==> src/rtl/plen_pkg.sv <==
// Shared constants, codes and controller/datapath command and status types for the list engine.
package plen_pkg;

    localparam int CAPACITY = 256;
    localparam int IDX_W = $clog2(CAPACITY);
    localparam int PTR_W = IDX_W + 1;
    localparam int CNT_W = 9;
    localparam int VAL_W = 32;
    localparam int OP_W = 3;
    localparam int POS_W = 10;
    localparam int ST_W = 2;

    localparam logic [PTR_W-1:0] LINK_NULL = PTR_W'(CAPACITY);

    localparam logic [OP_W-1:0] OP_INS_FRONT = 3'd0;
    localparam logic [OP_W-1:0] OP_INS_END = 3'd1;
    localparam logic [OP_W-1:0] OP_INS_POS = 3'd2;
    localparam logic [OP_W-1:0] OP_DEL_FRONT = 3'd3;
    localparam logic [OP_W-1:0] OP_DEL_END = 3'd4;
    localparam logic [OP_W-1:0] OP_DEL_POS = 3'd5;

    localparam logic [ST_W-1:0] ST_OK = 2'd0;
    localparam logic [ST_W-1:0] ST_EMPTY = 2'd1;
    localparam logic [ST_W-1:0] ST_BADPOS = 2'd2;
    localparam logic [ST_W-1:0] ST_FULL = 2'd3;

    typedef struct packed {
        logic accept;
        logic finish_err;
        logic alloc_free;
        logic alloc_take;
        logic alloc_fresh;
        logic write_val;
        logic link_head_ins;
        logic walk_start;
        logic walk_step;
        logic ins_link_slot;
        logic ins_link_prev;
        logic del_head_start;
        logic del_head_done;
        logic del_walk_done;
        logic del_link_done;
        logic free_slot;
        logic finish_ok;
    } plen_cmd_t;

    typedef struct packed {
        logic err;
        logic is_ins_in;
        logic is_ins;
        logic k_zero;
        logic free_avail;
        logic rem_zero;
        logic out_valid;
    } plen_sts_t;

endpackage

==> src/rtl/plen_ctrl.sv <==
// Sequencing state machine of the list engine.
module plen_ctrl import plen_pkg::*;
(
    input  logic      clk,
    input  logic      rst_n,
    input  logic      req_valid,
    output logic      req_ready,
    input  logic      rsp_ready,
    input  plen_sts_t sts,
    output plen_cmd_t cmd
);

    typedef enum logic [9:0] {
        S_IDLE     = 10'b0000000001,
        S_ALLOC    = 10'b0000000010,
        S_ALLOC_W  = 10'b0000000100,
        S_PLACE    = 10'b0000001000,
        S_WALK     = 10'b0000010000,
        S_INS_PREV = 10'b0000100000,
        S_DSTART   = 10'b0001000000,
        S_DEL_HEAD = 10'b0010000000,
        S_DEL_LINK = 10'b0100000000,
        S_FREE     = 10'b1000000000
    } state_t;

    state_t state_reg;
    state_t state_next;

    assign req_ready = (state_reg == S_IDLE) && (!sts.out_valid || rsp_ready);

    always_comb
    begin
        cmd = '0;
        state_next = state_reg;
        case (state_reg)
            S_IDLE:
            begin
                if (req_valid && req_ready)
                begin
                    cmd.accept = 1'b1;
                    if (sts.err)
                    begin
                        cmd.finish_err = 1'b1;
                    end
                    else if (sts.is_ins_in)
                    begin
                        state_next = S_ALLOC;
                    end
                    else
                    begin
                        state_next = S_DSTART;
                    end
                end
            end
            S_ALLOC:
            begin
                if (sts.free_avail)
                begin
                    cmd.alloc_free = 1'b1;
                    state_next = S_ALLOC_W;
                end
                else
                begin
                    cmd.alloc_fresh = 1'b1;
                    state_next = S_PLACE;
                end
            end
            S_ALLOC_W:
            begin
                cmd.alloc_take = 1'b1;
                state_next = S_PLACE;
            end
            S_PLACE:
            begin
                cmd.write_val = 1'b1;
                if (sts.k_zero)
                begin
                    cmd.link_head_ins = 1'b1;
                    cmd.finish_ok = 1'b1;
                    state_next = S_IDLE;
                end
                else
                begin
                    cmd.walk_start = 1'b1;
                    state_next = S_WALK;
                end
            end
            S_WALK:
            begin
                if (!sts.rem_zero)
                begin
                    cmd.walk_step = 1'b1;
                end
                else if (sts.is_ins)
                begin
                    cmd.ins_link_slot = 1'b1;
                    state_next = S_INS_PREV;
                end
                else
                begin
                    cmd.del_walk_done = 1'b1;
                    state_next = S_DEL_LINK;
                end
            end
            S_INS_PREV:
            begin
                cmd.ins_link_prev = 1'b1;
                cmd.finish_ok = 1'b1;
                state_next = S_IDLE;
            end
            S_DSTART:
            begin
                if (sts.k_zero)
                begin
                    cmd.del_head_start = 1'b1;
                    state_next = S_DEL_HEAD;
                end
                else
                begin
                    cmd.walk_start = 1'b1;
                    state_next = S_WALK;
                end
            end
            S_DEL_HEAD:
            begin
                cmd.del_head_done = 1'b1;
                state_next = S_FREE;
            end
            S_DEL_LINK:
            begin
                cmd.del_link_done = 1'b1;
                state_next = S_FREE;
            end
            S_FREE:
            begin
                cmd.free_slot = 1'b1;
                cmd.finish_ok = 1'b1;
                state_next = S_IDLE;
            end
            default:
            begin
                state_next = S_IDLE;
            end
        endcase
    end

    always_ff @(posedge clk or negedge rst_n)
    begin
        if (!rst_n)
        begin
            state_reg <= S_IDLE;
        end
        else
        begin
            state_reg <= state_next;
        end
    end

endmodule

==> config.mk <==
export PLATFORM = sky130hd
export DESIGN_NAME = plen_ctrl
export DESIGN_NICKNAME = d
export VERILOG_FILES = /design/src/rtl/plen_pkg.sv /design/src/rtl/plen_ctrl.sv
export SDC_FILE = /design/constraint.sdc
export NUM_CORES = 1
export LEC_CHECK = 0
export ABC_CLOCK_PERIOD_IN_PS = 1850
export BUFFER_PORTS_ARGS = -buffer_cell sky130_fd_sc_hd__buf_2
export CORE_AREA = 4 4 52 50
export DETAILED_ROUTE_END_ITERATION = 12
export DIE_AREA = 0 0 56 54
export PLACE_DENSITY_LB_ADDON = 0.3
export SLEW_MARGIN = 25
export SYNTH_ARGS = -nofsm -noshare
export SYNTH_HDL_FRONTEND = slang
export SYNTH_SLANG_ARGS = --single-unit
==> constraint.sdc <==
create_clock -name clk -period 1.85 [get_ports clk]
set_clock_uncertainty 0.2 [all_clocks]
set_input_delay 0.2775 -clock clk [delete_from_list [all_inputs] [get_ports clk]]
set_output_delay 0.2775 -clock clk [all_outputs]
set_load 0.02 [all_outputs]
== Word-level counts from Yosys, hierarchy flattened ==
Cells that the tools add are included.
Storage, ports and cells
  input bits: 11
  bits in latches: 0
  logic and storage cells: 56
  memory bits (writable): 0
  memories: 0
  register bits after elaboration: 10
  ROM bits: 0
  output and inout port bits: 18
Operators by class
  eq/ne operators: 13
  shift operators: 0
  multiply operators: 0
  order comparisons: 0
  bitwise operators: 0
  divide/modulo/power cells: 0
  mux-type cells: 34
  add/subtract/negate cells: 0
  reduce and logical (&&, ||, !) cells: 8
Operator list (number)
  one-hot mux 10 bit (7 select lines): 1
  two-way mux 10 bit: 3
  two-way mux 1 bit: 20
  == test 10 x 1 -> 1 bit, second input constant: 1
  == test 10 bit, second input constant: 1
  == test 10 x 2 -> 1 bit, second input constant: 1
  == test 10 x 3 -> 1 bit, second input constant: 1
  == test 10 x 4 -> 1 bit, second input constant: 1
  == test 10 x 5 -> 1 bit, second input constant: 1
  == test 10 x 6 -> 1 bit, second input constant: 1
  == test 10 x 7 -> 1 bit, second input constant: 1
  == test 10 x 8 -> 1 bit, second input constant: 1
  == test 10 x 9 -> 1 bit, second input constant: 1
  two-way mux 9 bit: 1
  two-way mux 2 bit: 4
  two-way mux 8 bit: 1
  two-way mux 7 bit: 1
  OR reduction 2 bit: 3
  two-way mux 5 bit: 1
  two-way mux 4 bit: 1
  inequality test 2 bit, second input constant: 2
  AND reduction 3 bit: 1
  logical AND 1 bit: 2
  inequality test 2 x 1 -> 1 bit, second input constant: 1
  other kinds (3): 3

== Logic depth before layout (Yosys ltp) ==
  depth in word-level cells: 6
  gate-level depth with buffers: 6

== Worst setup path before layout ==
No wires, ideal clock.
  kind: flip-flop to output port
  start point: register state_reg[2]
  end point: output cmd[2] (netlist name)
  setup slack: -0.268 ns
  cell stages (with the launch flop): 5
  buffers on the path: 0
  data required time: 1.372 ns
  arrival time: 1.641 ns
  path through: dfrtp_1 nor3_1 and2_1 or4b_4 nor2_1
RTL lines
  start: declaration: RTL line plen_ctrl.sv:26  | state_t state_reg;
  start signal: assignment: RTL line plen_ctrl.sv:155  | state_reg <= state_next;
  end: declaration: RTL line plen_ctrl.sv:10  | output plen_cmd_t cmd

==> results.md <==
- Site Rows: 16
- Area Overhead vs Synth: 105%
- Buffers added on ports: 28
- Worst path max stage delay: approximately 0.57 ns
- Gpl congestion: approximately 0.74
- Grt total ovfl: 0
- Max Freq: 417 MHz
- Net Count, Synth: between 80 and 90
- Warnings, synthesis: 0
- Static leakage: 0.662 nW
- Worst setup EP type: output pin
- TritonCTS clock tree: built
- Drt first-iter violations: 4
- Tot GR Track Use: 0.176
- Max FFs per register: 10
- Avg WL per Cell: around 15 µm
- Total power draw: 0.985 mW
- Die Y: roughly 54 µm
- EDFF count, synth: 0
- Largest net degree at the start of global routing: 11
- GRT met1 Usage: 0.198
- Worst slack, placed: -0.288 ns
- Required time of the worst setup path: around 1.4 ns
- H-tree levels: 1
- DIE AREA: slightly above 3000 µm²
- Most Crowded Layer GR: met2
- Setup CP Type: reg -> out
- Vias in the first global route: 828
- Reg clk slew, reported paths: 0.07 ns
- Share of cells above drive strength 1: 0.734
- Top FF cell, synth: dfrtp_1
- Slowest CP cell: or4b_4
- CP Launch Type: flop
- Slew Viols, Final: 0
- Crit path cell chain: or4b_4 -> nor4_4 -> nand2_2 -> nor2_4 -> buf_6
- Peak supply drop: around 0.00067 V
- Worst-Margin Slew: between 0.3 and 0.4 ns
- Fin crit share: 1.30
- Initial antenna violation count: 0
- Type of the worst min-delay path: in -> reg
- Nets: between 150 and 200
- Syn Inst Count: slightly below 80
- CTS buffer count: 3
- Pre-antenna DRT Iters: 7
- Met3 usage: 0.0360
- Finish-stage setup viols: 20
- Setup TNS: -7.60 ns
- Vias: around 810
- Clock sinks: 10
- Final Hold Violating Endpoints: 0
- CORE AREA: 2080 µm²
- Avg Inst Size Synth: 9.02 µm²
- Met2 Track Usage GR: 0.333
- Asr flop ratio synth: 1.00
- Detailed Place HPWL: 1.63 mm
- Ant. Diodes: 0
- # DRC: 0
- Final core utilization: 0.685
- Post-synth design cell area: between 600 and 700 µm²
- Minimum clock period: roughly 2.4 ns
- First-pass GRT wire length: a little over 4 mm
- Clk_lat worst skew: 0.27 ns
- Netlist cell types: 33
- Final WS setup: -0.549 ns
- Post-Route WL: between 2 and 2.5 mm
- RSZ-0062 raised after global routing: true
- Worst-path fanout max: 4
- Antenna viol nets, final: 0
- Seq cells post-synth: 10
- Clock buffer depth: 2
- Die X-Extent: between 50 and 60 µm
- MaxCap Viol Count: 0
- Critical Path AT: ~1.9 ns
- Root buffer cell: clkbuf_4
- Sequential fraction of the synthesis area: 0.362
- Cell Pwr Density: ~700 nW/µm²
- Max_slew headroom: 0.782
- IO Count: 29
- DR vias/cell: 4.90
- Starting Density: 0.334
- Status: finished with violations
- Failing checks: negative setup slack
[Yosys cell counts (2+ instances only)]
cell type,n,area share
nand4_1,2,0.018
inv_1,7,0.038
or4b_4,2,0.040
or2_1,2,0.018
o21ai_0,3,0.022
xnor2_1,2,0.025
nand2b_1,2,0.018
dfrtp_1,9,0.32
nor3b_1,3,0.032
nor3_1,5,0.036
and3_1,3,0.027
nor2_1,10,0.054
and2_1,3,0.027
a21oi_1,2,0.014
nand2_1,3,0.016
and3_2,2,0.022
[where the power goes]
group,switching (mW),internal (mW)
clock network,0.0745,0.120
logic,0.242,0.282
registers,0.0236,0.243
[per-stage QoR]
| step | instance area [µm²] | hold slack (ns) | std cells |
|---|---|---|---|
| 6_report | 1430 | 0.0395 | 166 |
| 4_1_cts | 1380 | 0.0231 | 164 |
| 3_5_place_dp | 1060 | -0.0551 | 151 |
| 3_3_place_gp | 1060 | -0.0633 | 151 |
| 5_1_grt | 1430 | 0.0438 | 166 |
| 2_1_floorplan | 744 | -0.218 | 77 |
[cell type report]
cell class | instances | area (µm²)
flip-flops and latches | 10 | 255
repair buffers | 59 | 505
fillers | 146 | 656
well taps | 27 | 33.8
multi-input cells | 59 | 569
inverters | 7 | 26.3
clock buffers | 4 | 36.3
[kinds of logic (layout without fill, tap and decap cells)]
family / after synthesis / after routing / share of synthesized area
simple gates: 45 / 45 / 0.434
compound gates: 11 / 11 / 0.117
flops: 10 / 10 / 0.362
buf+inv: 8 / 70 / 0.0487
xor+xnor: 3 / 3 / 0.0378
[worst max-delay path, delay by kind of cell (launching register included)]
family	cells	cell delay (ns)
flip-flops	1	0.41
buffers and inverters	1	0.12
AND/OR/NAND/NOR	4	1.13
[path summary, 6_finish.rpt]
check / from / end / slack (ns) / cells past startpoint
worst max-delay path: state_reg[8] / cmd[3] / -0.55 / 5
worst min-delay path: sts[6] / state_reg[6] / 0.04 / 2
worst max register to register: state_reg[8] / state_reg[0] / -0.45 / 8
worst min register to register: state_reg[4] / state_reg[7] / 0.53 / 3
max in group asynchronous: rst_n / state_reg[0] / 0.98 / 2
min in group asynchronous: rst_n / state_reg[6] / 0.21 / 2
[layout by cell type (no fill, tap or decap), drive strengths merged, types with 2 or more instances in the layout]
master       Yosys  final
inv              7      7
nand2b           2      2
or2              3      3
nor3b            3      3
and2             3      3
o21ai            3      3
dfrtp            9      9
nor3             5      5
nor4b            2      2
nor4             2      2
or4b             2      2
and3             5      5
buf              1     57
nand4            2      2
xnor2            2      2
nand2            3      3
dlygate4sd3      0      2
clkbuf           0      4
a21oi            3      3
nor2            10     10
[repair_timing]
action | in CTS | in global routing
setup buffers | 7 | 3
endpoints found under the hold margin | 11 | 0
pin swaps | 15 | 8
endpoints found under the setup margin | 21 | 22
resized for setup | 58 | 10
hold buffers | 2 | 0
[routing by layer]
layer	vias to the layer above	wire length (µm)
met5	-	0
met4	0	44
met3	6	135
met2	26	1340
met1	383	961
li1	399	-
(Power assumes the default switching activity.)
